--- src/sv/htd_pkg.sv ---
// Shared types and constants for the hold trigger with decay block.
package htd_pkg;

   // Field widths fixed by the block's interface.
   localparam int unsigned TimeWidth   = 24;   // Q8.16 seconds
   localparam int unsigned FactorWidth = 16;   // Q8.8 factor
   localparam int unsigned CsrIdxWidth = 3;
   localparam int unsigned AccWidth    = 40;   // widest truncated product
   localparam int unsigned ProdWidth   = 48;   // 32 x 16 multiplier output

   // Configuration register indexes.
   localparam logic [CsrIdxWidth-1:0] CsrHoldThreshold = 3'd0;
   localparam logic [CsrIdxWidth-1:0] CsrDecayDelay    = 3'd1;
   localparam logic [CsrIdxWidth-1:0] CsrDecayRate     = 3'd2;
   localparam logic [CsrIdxWidth-1:0] CsrActuatedBoost = 3'd3;
   localparam logic [CsrIdxWidth-1:0] CsrUseDilation   = 3'd4;
   localparam logic [CsrIdxWidth-1:0] CsrOneShot       = 3'd5;

   // Register reset values.
   localparam logic [TimeWidth-1:0]   ThresholdReset = 24'h01_0000;  // 1.0 s
   localparam logic [TimeWidth-1:0]   DelayReset     = 24'h00_0000;
   localparam logic [FactorWidth-1:0] UnityFactor    = 16'h0100;     // 1.0
   localparam logic [TimeWidth-1:0]   TimeMax        = 24'hFF_FFFF;

   // Result codes.
   typedef enum logic [1:0] {
      TRIG_NONE      = 2'd0,
      TRIG_ONGOING   = 2'd1,
      TRIG_TRIGGERED = 2'd2
   } trig_state_type;

   // Sequencer states.
   typedef enum logic [2:0] {
      S_IDLE,
      S_SCALE,
      S_FACTOR,
      S_UPDATE,
      S_RESULT
   } seq_state_type;

endpackage

--- src/sv/hold_trigger_with_decay.sv ---
// Hold trigger with decay: sequencer around one shared 32x16 multiplier.
//
// Usage: each transfer on the req_ channel is one tick, carrying the actuated
// flag, the tick's elapsed time (Q8.16 seconds) and a dilation factor (Q8.8).
// Every tick produces exactly one transfer on the rsp_ channel with the
// trigger state (none, ongoing or triggered).
// The block works on one tick at a time. After a tick is taken, req_ready
// stays low while the sequencer steps through one multiply for the dilation
// scaling, one multiply for the boost or decay rate, the held-time add or
// subtract with its clamp, and the threshold compare as the result is loaded
// into the output register. req_ready rises again only once that load is
// done, so no new tick is taken before the last one is through.
// The result sits in an output register, so a new tick may be taken while an
// earlier result still waits. If the receiver stalls long enough that the
// next result is finished while the register is still full, the sequencer
// holds in its last step until the register frees, and no tick is taken.
// Configuration is written through csr_we/csr_index/csr_wdata by the user
// only while the block is idle (not enforced); unused indexes are ignored.
// Synchronous reset restores the register defaults (threshold 1.0 s, no
// delay, decay rate and boost 1.0, dilation and one-shot off), clears the
// held time, the release counter and the trigger history, and empties the
// output register.
module hold_trigger_with_decay (
   input  logic                                clock,
   input  logic                                reset,
   // Tick input channel.
   input  logic                                req_valid,
   output logic                                req_ready,
   input  logic                                req_actuated,
   input  logic [htd_pkg::TimeWidth-1:0]       req_tick_time,
   input  logic [htd_pkg::FactorWidth-1:0]     req_dilation,
   // Result channel.
   output logic                                rsp_valid,
   input  logic                                rsp_ready,
   output logic [1:0]                          rsp_trigger_state,
   // Configuration write port.
   input  logic                                csr_we,
   input  logic [htd_pkg::CsrIdxWidth-1:0]     csr_index,
   input  logic [htd_pkg::TimeWidth-1:0]       csr_wdata
);

   // Configuration registers.
   logic [htd_pkg::TimeWidth-1:0]   hold_threshold_ff;
   logic [htd_pkg::TimeWidth-1:0]   decay_delay_ff;
   logic [htd_pkg::FactorWidth-1:0] decay_rate_ff;
   logic [htd_pkg::FactorWidth-1:0] actuated_boost_ff;
   logic                            use_dilation_ff;
   logic                            one_shot_ff;

   // Trigger state carried from tick to tick.
   logic [htd_pkg::TimeWidth-1:0]   held_time_ff;
   logic [htd_pkg::TimeWidth-1:0]   release_time_ff;
   logic                            boost_pending_ff;
   logic                            was_triggered_ff;

   // Latched tick and working values.
   logic                            act_ff;
   logic [htd_pkg::TimeWidth-1:0]   tick_ff;
   logic [htd_pkg::FactorWidth-1:0] dil_ff;
   logic [htd_pkg::AccWidth-1:0]    acc_ff;
   logic                            do_decay_ff;

   // Output register.
   logic                            rsp_valid_ff;
   htd_pkg::trig_state_type         rsp_state_ff;

   // Sequencer.
   htd_pkg::seq_state_type          state_ff;
   htd_pkg::seq_state_type          state_in;

   // Shared multiplier.
   logic [31:0]                     mul_a;
   logic [htd_pkg::FactorWidth-1:0] mul_b;
   logic [htd_pkg::ProdWidth-1:0]   mul_prod;
   logic [htd_pkg::AccWidth-1:0]    mul_q;

   // Sequencer outputs.
   logic                            out_free;
   logic                            out_load;

   // Datapath intermediates.
   logic [htd_pkg::TimeWidth:0]     release_sum;
   logic [htd_pkg::TimeWidth-1:0]   release_sat;
   logic [htd_pkg::AccWidth:0]      grow_sum;
   logic                            trig_now;

   // The output register frees when it is empty or being emptied this cycle.
   assign out_free = !rsp_valid_ff || rsp_ready;

   // ---------------------------------------------------------------------
   // Next-state logic.
   // ---------------------------------------------------------------------
   always_comb begin
      state_in = state_ff;
      unique case (state_ff)
         htd_pkg::S_IDLE: begin
            if (req_valid) state_in = htd_pkg::S_SCALE;
         end
         htd_pkg::S_SCALE:  state_in = htd_pkg::S_FACTOR;
         htd_pkg::S_FACTOR: state_in = htd_pkg::S_UPDATE;
         htd_pkg::S_UPDATE: state_in = htd_pkg::S_RESULT;
         htd_pkg::S_RESULT: begin
            if (out_free) state_in = htd_pkg::S_IDLE;
         end
         default: state_in = htd_pkg::S_IDLE;
      endcase
   end

   // ---------------------------------------------------------------------
   // Sequencer outputs: handshake and multiplier operand selection.
   // ---------------------------------------------------------------------
   always_comb begin
      req_ready = 1'b0;
      out_load  = 1'b0;
      mul_a     = {8'd0, tick_ff};
      mul_b     = dil_ff;
      unique case (state_ff)
         htd_pkg::S_IDLE: req_ready = 1'b1;
         htd_pkg::S_SCALE: begin
            mul_a = {8'd0, tick_ff};
            mul_b = dil_ff;
         end
         htd_pkg::S_FACTOR: begin
            // The scaled tick never exceeds 32 bits at this point.
            mul_a = acc_ff[31:0];
            mul_b = act_ff ? actuated_boost_ff : decay_rate_ff;
         end
         htd_pkg::S_UPDATE: ;
         htd_pkg::S_RESULT: out_load = out_free;
         default: ;
      endcase
   end

   // Product of a Q16.16 time and a Q8.8 factor, truncated to Q24.16.
   assign mul_prod = {16'd0, mul_a} * {32'd0, mul_b};
   assign mul_q    = mul_prod[htd_pkg::ProdWidth-1:8];

   // Release counter advance with saturation.
   assign release_sum = {1'b0, release_time_ff} + {1'b0, tick_ff};
   assign release_sat = release_sum[htd_pkg::TimeWidth] ? htd_pkg::TimeMax
                                                        : release_sum[htd_pkg::TimeWidth-1:0];

   // Held-time growth, computed one bit wider than the step.
   assign grow_sum = {17'd0, held_time_ff} + {1'b0, acc_ff};

   assign trig_now = held_time_ff >= hold_threshold_ff;

   // ---------------------------------------------------------------------
   // Sequencer state and output register.
   // ---------------------------------------------------------------------
   always_ff @(posedge clock) begin
      if (reset) begin
         state_ff     <= htd_pkg::S_IDLE;
         rsp_valid_ff <= 1'b0;
      end else begin
         state_ff <= state_in;
         if (out_load) begin
            rsp_valid_ff <= 1'b1;
         end else if (rsp_ready) begin
            rsp_valid_ff <= 1'b0;
         end
      end
   end

   // ---------------------------------------------------------------------
   // Configuration registers.
   // ---------------------------------------------------------------------
   always_ff @(posedge clock) begin
      if (reset) begin
         hold_threshold_ff <= htd_pkg::ThresholdReset;
         decay_delay_ff    <= htd_pkg::DelayReset;
         decay_rate_ff     <= htd_pkg::UnityFactor;
         actuated_boost_ff <= htd_pkg::UnityFactor;
         use_dilation_ff   <= 1'b0;
         one_shot_ff       <= 1'b0;
      end else if (csr_we) begin
         unique case (csr_index)
            htd_pkg::CsrHoldThreshold: hold_threshold_ff <= csr_wdata;
            htd_pkg::CsrDecayDelay:    decay_delay_ff    <= csr_wdata;
            htd_pkg::CsrDecayRate:
               decay_rate_ff <= csr_wdata[htd_pkg::FactorWidth-1:0];
            htd_pkg::CsrActuatedBoost:
               actuated_boost_ff <= csr_wdata[htd_pkg::FactorWidth-1:0];
            htd_pkg::CsrUseDilation:   use_dilation_ff   <= csr_wdata[0];
            htd_pkg::CsrOneShot:       one_shot_ff       <= csr_wdata[0];
            default: ;
         endcase
      end
   end

   // ---------------------------------------------------------------------
   // Trigger state: release counter, boost flag, held time and history.
   // ---------------------------------------------------------------------
   always_ff @(posedge clock) begin
      if (reset) begin
         held_time_ff     <= '0;
         release_time_ff  <= '0;
         boost_pending_ff <= 1'b0;
         was_triggered_ff <= 1'b0;
      end else begin
         unique case (state_ff)
            htd_pkg::S_FACTOR: begin
               if (act_ff) begin
                  release_time_ff  <= '0;
                  boost_pending_ff <= 1'b0;
               end else begin
                  release_time_ff  <= release_sat;
                  boost_pending_ff <= 1'b1;
               end
            end
            htd_pkg::S_UPDATE: begin
               if (act_ff) begin
                  // Grow and cap at the threshold.
                  if (grow_sum > {17'd0, hold_threshold_ff}) begin
                     held_time_ff <= hold_threshold_ff;
                  end else begin
                     held_time_ff <= grow_sum[htd_pkg::TimeWidth-1:0];
                  end
               end else if (do_decay_ff) begin
                  // Decay, floored at zero.
                  if (acc_ff >= {16'd0, held_time_ff}) begin
                     held_time_ff <= '0;
                  end else begin
                     held_time_ff <= held_time_ff - acc_ff[htd_pkg::TimeWidth-1:0];
                  end
               end
            end
            htd_pkg::S_RESULT: begin
               if (out_free) begin
                  was_triggered_ff <= trig_now;
                  if (trig_now && one_shot_ff) held_time_ff <= '0;
               end
            end
            default: ;
         endcase
      end
   end

   // ---------------------------------------------------------------------
   // Tick latch, working accumulator and result payload (no reset needed).
   // ---------------------------------------------------------------------
   always_ff @(posedge clock) begin
      if (req_valid && req_ready) begin
         act_ff  <= req_actuated;
         tick_ff <= req_tick_time;
         dil_ff  <= req_dilation;
      end
      unique case (state_ff)
         htd_pkg::S_SCALE: begin
            acc_ff <= use_dilation_ff ? mul_q : {16'd0, tick_ff};
         end
         htd_pkg::S_FACTOR: begin
            // Released ticks always take the decay rate; actuated ticks take
            // the boost only on the first press after a release.
            if (!act_ff || boost_pending_ff) acc_ff <= mul_q;
            do_decay_ff <= release_sat >= decay_delay_ff;
         end
         htd_pkg::S_RESULT: begin
            if (out_load) begin
               if (!trig_now) begin
                  rsp_state_ff <= htd_pkg::TRIG_ONGOING;
               end else if (!was_triggered_ff || !one_shot_ff) begin
                  rsp_state_ff <= htd_pkg::TRIG_TRIGGERED;
               end else begin
                  rsp_state_ff <= htd_pkg::TRIG_NONE;
               end
            end
         end
         default: ;
      endcase
   end

   assign rsp_valid         = rsp_valid_ff;
   assign rsp_trigger_state = rsp_state_ff;

   // ---------------------------------------------------------------------
   // Assertions.
   // ---------------------------------------------------------------------
   a_accept_starts_scale: assert property (@(posedge clock) disable iff (reset)
      (req_valid && req_ready) |=> (state_ff == htd_pkg::S_SCALE))
      else $error("accepted tick did not start the sequencer");

   a_result_loads_output: assert property (@(posedge clock) disable iff (reset)
      (state_ff == htd_pkg::S_RESULT && out_free)
         |=> (rsp_valid_ff && state_ff == htd_pkg::S_IDLE))
      else $error("finished tick did not reach the output register");

   a_stall_holds_result: assert property (@(posedge clock) disable iff (reset)
      (state_ff == htd_pkg::S_RESULT && !out_free)
         |=> (state_ff == htd_pkg::S_RESULT))
      else $error("sequencer left its last step while the output was full");

   a_press_clears_release: assert property (@(posedge clock) disable iff (reset)
      (state_ff == htd_pkg::S_FACTOR && act_ff)
         |=> (release_time_ff == '0 && !boost_pending_ff))
      else $error("actuated tick left release counter or boost flag set");

   a_not_ready_while_busy: assert property (@(posedge clock) disable iff (reset)
      (state_ff != htd_pkg::S_IDLE) |-> !req_ready)
      else $error("ready raised while a tick is in progress");

endmodule
--- config.mk ---
export PLATFORM = sky130hd
export DESIGN_NAME = hold_trigger_with_decay
export DESIGN_NICKNAME = d
export VERILOG_FILES = /design/src/sv/htd_pkg.sv /design/src/sv/hold_trigger_with_decay.sv
export SDC_FILE = /design/constraint.sdc
export NUM_CORES = 2
export LEC_CHECK = 0
export BUFFER_PORTS_ARGS = -buffer_cell sky130_fd_sc_hd__clkbuf_2
export CORE_AREA = 2 2 230 232
export CTS_BUF_LIST = sky130_fd_sc_hd__clkbuf_4 sky130_fd_sc_hd__clkbuf_8
export CTS_CLUSTER_SIZE = 10
export DETAILED_ROUTE_END_ITERATION = 7
export DIE_AREA = 0 0 232 234
export PLACE_DENSITY = 0.77
export SYNTH_ARGS = -nofsm -noshare
export SYNTH_HDL_FRONTEND = slang
export SYNTH_SLANG_ARGS = --single-unit
--- constraint.sdc ---
create_clock -name clock -period 23.9 [get_ports clock]
set_input_delay 2.39 -clock clock [delete_from_list [all_inputs] [get_ports clock]]
set_output_delay 2.39 -clock clock [all_outputs]
set_load 0.02 [all_outputs]
Yosys cells after proc, flatten, opt, wreduce, memory -nomap -nowiden
Cells that the tools add are included.
{ "totals": {"regBits": 220, "in_bits": 73, "output_inout_bits": 4, "word_cells": 89} }
{ "classes": {"n_addsub": 3, "mul": 1, "magnitude_cmp": 4, "n_eq_ne": 14, "mux": 24, "reduce_logical": 25} }
{ "op_table": {"columns": ["operator", "n"], "rows": [
  ["2-to-1 mux 24 bit", 8],
  ["2-to-1 mux 40 bit", 2],
  ["one-hot mux 40 bit (2 select lines)", 1],
  ["greater-or-equal comparator 24 bit", 2],
  ["multiplier 32 x 16 -> 48 bit", 1],
  ["one-hot mux 24 bit (2 select lines)", 1],
  ["adder 24 x 40 -> 41 bit", 1],
  ["greater-than comparator 41 x 24 -> 1 bit", 1],
  ["greater-or-equal comparator 40 x 24 -> 1 bit", 1],
  ["2-to-1 mux 16 bit", 2],
  ["2-to-1 mux 32 bit", 1],
  ["adder 24 x 24 -> 25 bit", 1],
  ["subtractor 24 bit", 1],
  ["AND reduction 2 bit", 10],
  ["one-hot mux 3 bit (5 select lines)", 1],
  ["== test 3 x 2 -> 1 bit (second input constant)", 4],
  ["== test 3 bit (second input constant)", 3],
  ["!= test 2 bit (second input constant)", 4],
  ["== test 3 x 1 -> 1 bit (second input constant)", 2],
  ["zero test 3 bit", 2],
  ["2-to-1 mux 3 bit", 2],
  ["nonzero test 2 bit", 3],
  ["2-to-1 mux 1 bit", 5],
  ["zero test 1 bit", 4],
  ["other kinds (5)", 8]
]} }

Longest topological paths before layout
{ "logic_depth": {"ltp_word": 5, "depth_mapped": 33, "ltp_nobuf": 29} }

Least setup slack after synthesis
Ideal clock, no wire load.
{ "synth_path": {"path_type": "reg-to-reg", "from": "reg state_ff[0]", "to": "reg acc_ff[39] (netlist bit), data pin", "setup_time_ps": 266, "arrival_ps": 7636, "required_ps": 23634, "slack_ps": 15998, "stages_incl_launch_ff": 29, "path_buffers": 4, "period_less_slack_ps": 7902, "cell_sequence": "dfxtp_1 clkbuf_1 or3b_1 inv_2 buf_6 clkbuf_1 buf_1 mux2i_1 nor2_1 fa_1 inv_1 fa_1 fa_1 inv_1 fa_1 fa_1 inv_1 fa_1 inv_1 ha_1 nand4_1 or2_2 o21ai_1 a21oi_1 o21bai_1 a41oi_1 o41a_1 xnor2_1 nor2_1"} }
{ "synth_between": {"elab_chain_cells": 5, "elab_cells_between_ends": 8, "cone_classes": "1 x mul; 2 x eq/ne; 5 x mux"} }
{ "synth_lines": {"columns": ["item", "line_no", "source"], "rows": [
  ["start, declared", "hold_trigger_with_decay.sv:68", "htd_pkg::seq_state_type state_ff;"],
  ["start signal, assigned", "hold_trigger_with_decay.sv:153", "state_ff <= htd_pkg::S_IDLE;"],
  ["start signal, assigned", "hold_trigger_with_decay.sv:156", "state_ff <= state_in;"],
  ["== test 3 x 2 -> 1 bit", "hold_trigger_with_decay.sv:117, hold_trigger_with_decay.sv:248", null],
  ["2-to-1 mux 32 bit / 2-to-1 mux 16 bit (equally long branches)", "hold_trigger_with_decay.sv:117", "unique case (state_ff)"],
  ["multiplier 32 x 16 -> 48 bit", "hold_trigger_with_decay.sv:135", "assign mul_prod = {16'd0, mul_a} * {32'd0, mul_b};"],
  ["2-to-1 mux 40 bit (on tied branches)", "hold_trigger_with_decay.sv:255, hold_trigger_with_decay.sv:250", null],
  ["one-hot mux 40 bit (2 select lines) (*)", "hold_trigger_with_decay.sv:248", "unique case (state_ff)"],
  ["end signal, assigned", "hold_trigger_with_decay.sv:250", "acc_ff <= use_dilation_ff ? mul_q : {16'd0, tick_ff};"],
  ["end signal, assigned", "hold_trigger_with_decay.sv:255", "if (!act_ff || boost_pending_ff) acc_ff <= mul_q;"],
  ["end, declared", "hold_trigger_with_decay.sv:60", "logic [htd_pkg::AccWidth-1:0] acc_ff;"]
]} }
Every way passes the cells marked *; elsewhere a longest branch is shown, timed or not. The select of a mux whose other input is x is not followed.
A chain may end at the register's enable or synchronous reset.

Final worst setup path
{ "layout_path": {"from": "reg state_ff[1]", "to": "reg acc_ff[39] (netlist bit), data pin"} }
Same word-level chain as after synthesis.

==> qor.csv <==
stage,metric,value,unit
floorplanning,core_area,0.0520,mm²
layout,nFillCells,4525,
logic_synthesis,seq_area_frac_synth,17.0,%
drt,wl_per_cell,21.0,µm
clock_tree,cts_resized,0,
drt,drtIter0Drc,2211,
clock_tree,insertion_delay,660,ps
worst_setup_path,critPathLaunchType,register,
logic_synthesis,synthTopCellsByArea,"fa_1 27%, ha_1 12%, dfxtp_1 8.8%",
status,status,"finished, final reports clean",
placed_design,dp_hpwl,74.0,mm
clock_tree,post_cts_buffers,0,
clock_tree,hold_buffers,0,
clock_tree,cts_tree,yes,
sta,period_share,41.2,%
drt,vias,26041,
logic_synthesis,yosysWarnings,0,
sta,relSlewSlack,23.8,%
sta,finalSetupTns,0,ps
logic_synthesis,ys_ff_latch,220,
logic_synthesis,synth_cell_types,81,
logic_synthesis,synth_edf_count,84,
worst_setup_path,cp.required,24270,ps
worst_setup_path,cp_max_fo,67,
global_route,grt_pass1_vias,26086,
worst_setup_path,cp_slowest_cell,mux2i_1,
worst_setup_path,reg2regPathDepth,28,
logic_synthesis,synth.avg_cell_area,8.41,µm²
sta,fin_skew,58.5,ps
sta,finalHoldViolCount,0,
global_route,track_usage,35.2,%
logic_synthesis,yosysMostFrequentCell,inv_1,
logic_synthesis,synth_area,0.0308,mm²
layout,drive_above_1_share,7.11,%
drt,ant_nets,0,
clock_tree,htreeDepth,2,
logic_synthesis,ys_top_cells_by_count,"593 x inv_1, 587 x nand2_1, 420 x fa_1",
sta,tightestPinTransition,1140,ps
global_route,grt_pass1_wl,146,mm
placed_design,io_buffers,76,
layout,synthToLayoutAreaGrowth,6.62,%
logic_synthesis,yosys.area.top_type,fa_1,
worst_setup_path,worstPathArrival,10220,ps
floorplanning,initial_utilization,59.3,%
floorplanning,die_height,234,µm
sta,fin_crit,9850,ps
sta,fmax,0.102,GHz
floorplanning,ios,77,
placed_design,place.gp.congestion,0.985,
drt,first_pass_iters,7,
drt,drc,0,
clock_tree,cts_buffer_depth,3,
drt,drt_wl_total,92.6,mm
sta,grt_setup_unrepaired,false,
floorplanning,rows,84,
worst_setup_path,cpMostUsedCell,fa_1,
clock_tree,clkTransAtPathRegs,70,ps
floorplanning,dieArea,0.0543,mm²
job,maxCapViolCount,0,
global_route,grt_overflow,0,
sta,slew_viol_final,0,
global_route,antenna_found_initial,1,
logic_synthesis,yosysTopAreaCellShare,27.3,%
global_route,grt_max_degree,70,
worst_setup_path,crit_type,register to register,
logic_synthesis,async_reset_ff_share,0,%
clock_tree,cts_root_buffer,clkbuf_8,
logic_synthesis,syn-num-nets,4445,
worst_setup_path,crit_path_max_incr_delay,820,ps
sta,finalSetupViolations,0,
worst_hold_path,hold_path_depth,2,
clock_tree,numCtsBuffers,42,
worst_setup_path,end_kind,register,
floorplanning,die_w,232,µm
logic_synthesis,ys.flop_type,dfxtp_1,
logic_synthesis,netlist_instances,3668,
clock_tree,clock_sinks,220,
layout,nNetsFinal,4469,
drt,vias_per_cell,5.90,
worst_hold_path,hp-class,register to register,
==> registers in the layout (all words and copies together) (netlist names) <==
name               cells
rsp_trigger_state      2
rsp_valid              1
was_triggered_ff       1
tick_ff               24
acc_ff                40
boost_pending_ff       1
release_time_ff       24
hold_threshold_ff     24
dil_ff                16
held_time_ff          24
do_decay_ff            1
use_dilation_ff        1
act_ff                 1
actuated_boost_ff     16
decay_rate_ff         16
one_shot_ff            1
state_ff               3
decay_delay_ff        24
==> logic make-up after synthesis <==
| kind of cell | after synthesis | synth area share [%] |
|---|---|---|
| AO/OA/AOI/OAI | 622 | 12.5 |
| buffers and inverters | 742 | 9.26 |
| XOR/XNOR | 99 | 2.81 |
| adder cells (fa/ha/maj) | 704 | 38.8 |
| multiplexers | 81 | 2.70 |
| flip-flops | 220 | 17.0 |
| AND/OR/NAND/NOR | 1200 | 16.9 |
==> critical path, delay by kind of cell, from the launching register on <==
kind	cells	cell delay (ps)
muxes	1	820
adders and majority gates	7	3440
AOI/OAI and AO/OA	7	2300
xor gates and xnor gates	1	120
and+or+nand+nor	5	890
DFF	1	480
buffers and inverters	7	1400
==> metrics by stage <==
step	area, µm²	std cells	setup WS [ps]	utilization (%)	hold slack [ps]
CTS	32900	4413	14310	63.2	454
global route	32900	4414	13650	63.2	478
floorplan	30800	3668	16000	-	432
global placement	31900	4336	14520	61.3	441
finish	32900	4415	14050	63.2	454
detailed placement	31900	4336	14340	61.3	446
==> layout make-up <==
type	count	area, µm²	share of cell area (%)
sequential	220	5250	15.9
clock buffer	59	749	2.28
tap	688	861	2.62
inverter	597	2240	6.81
multi-input combinational	2706	22800	69.4
timing repair buffer	125	748	2.28
antenna	2	5.00	0.0152
clock inverter	18	214	0.651
==> worst paths after layout <==
path                                      start                                  to  slack (ps)
max                    state_ff[1]$_SDFFE_PP0P_                acc_ff[39]$_DFFE_PP_       14050
min          actuated_boost_ff[11]$_SDFFE_PP0P_  actuated_boost_ff[11]$_SDFFE_PP0P_         450
max reg2reg            state_ff[1]$_SDFFE_PP0P_                acc_ff[39]$_DFFE_PP_       14050
min reg2reg  actuated_boost_ff[11]$_SDFFE_PP0P_  actuated_boost_ff[11]$_SDFFE_PP0P_         450
==> layer usage <==
| layer | global-route usage [%] | vias to the layer above | wire length, µm |
|---|---|---|---|
| li1 | - | 11900 | - |
| met1 | 45.1 | 12677 | 36300 |
| met2 | 56.3 | 1189 | 42200 |
| met3 | 7.68 | 275 | 8780 |
| met4 | 18.4 | 0 | 5350 |
| met5 | 0 | - | 0 |
==> cell usage in the layout, fill, tap and decap left out, drive strengths merged, types with 22 or more instances in the layout <==
master,instances
nand2b,45
nand3,38
ha,284
mux2i,63
a21o,49
a21oi,223
dfxtp,136
nor2b,35
nand2,587
edfxtp,84
nor2,337
nor3,28
buf,50
xnor2,69
a22o,22
nand4,35
and2,22
fa,420
a22oi,22
o21ai,152
inv,597
xor2,30
clkbuf,134
Power is not shown: default switching activity piles up to over one toggle a cycle in this logic, so the estimate is an artifact.
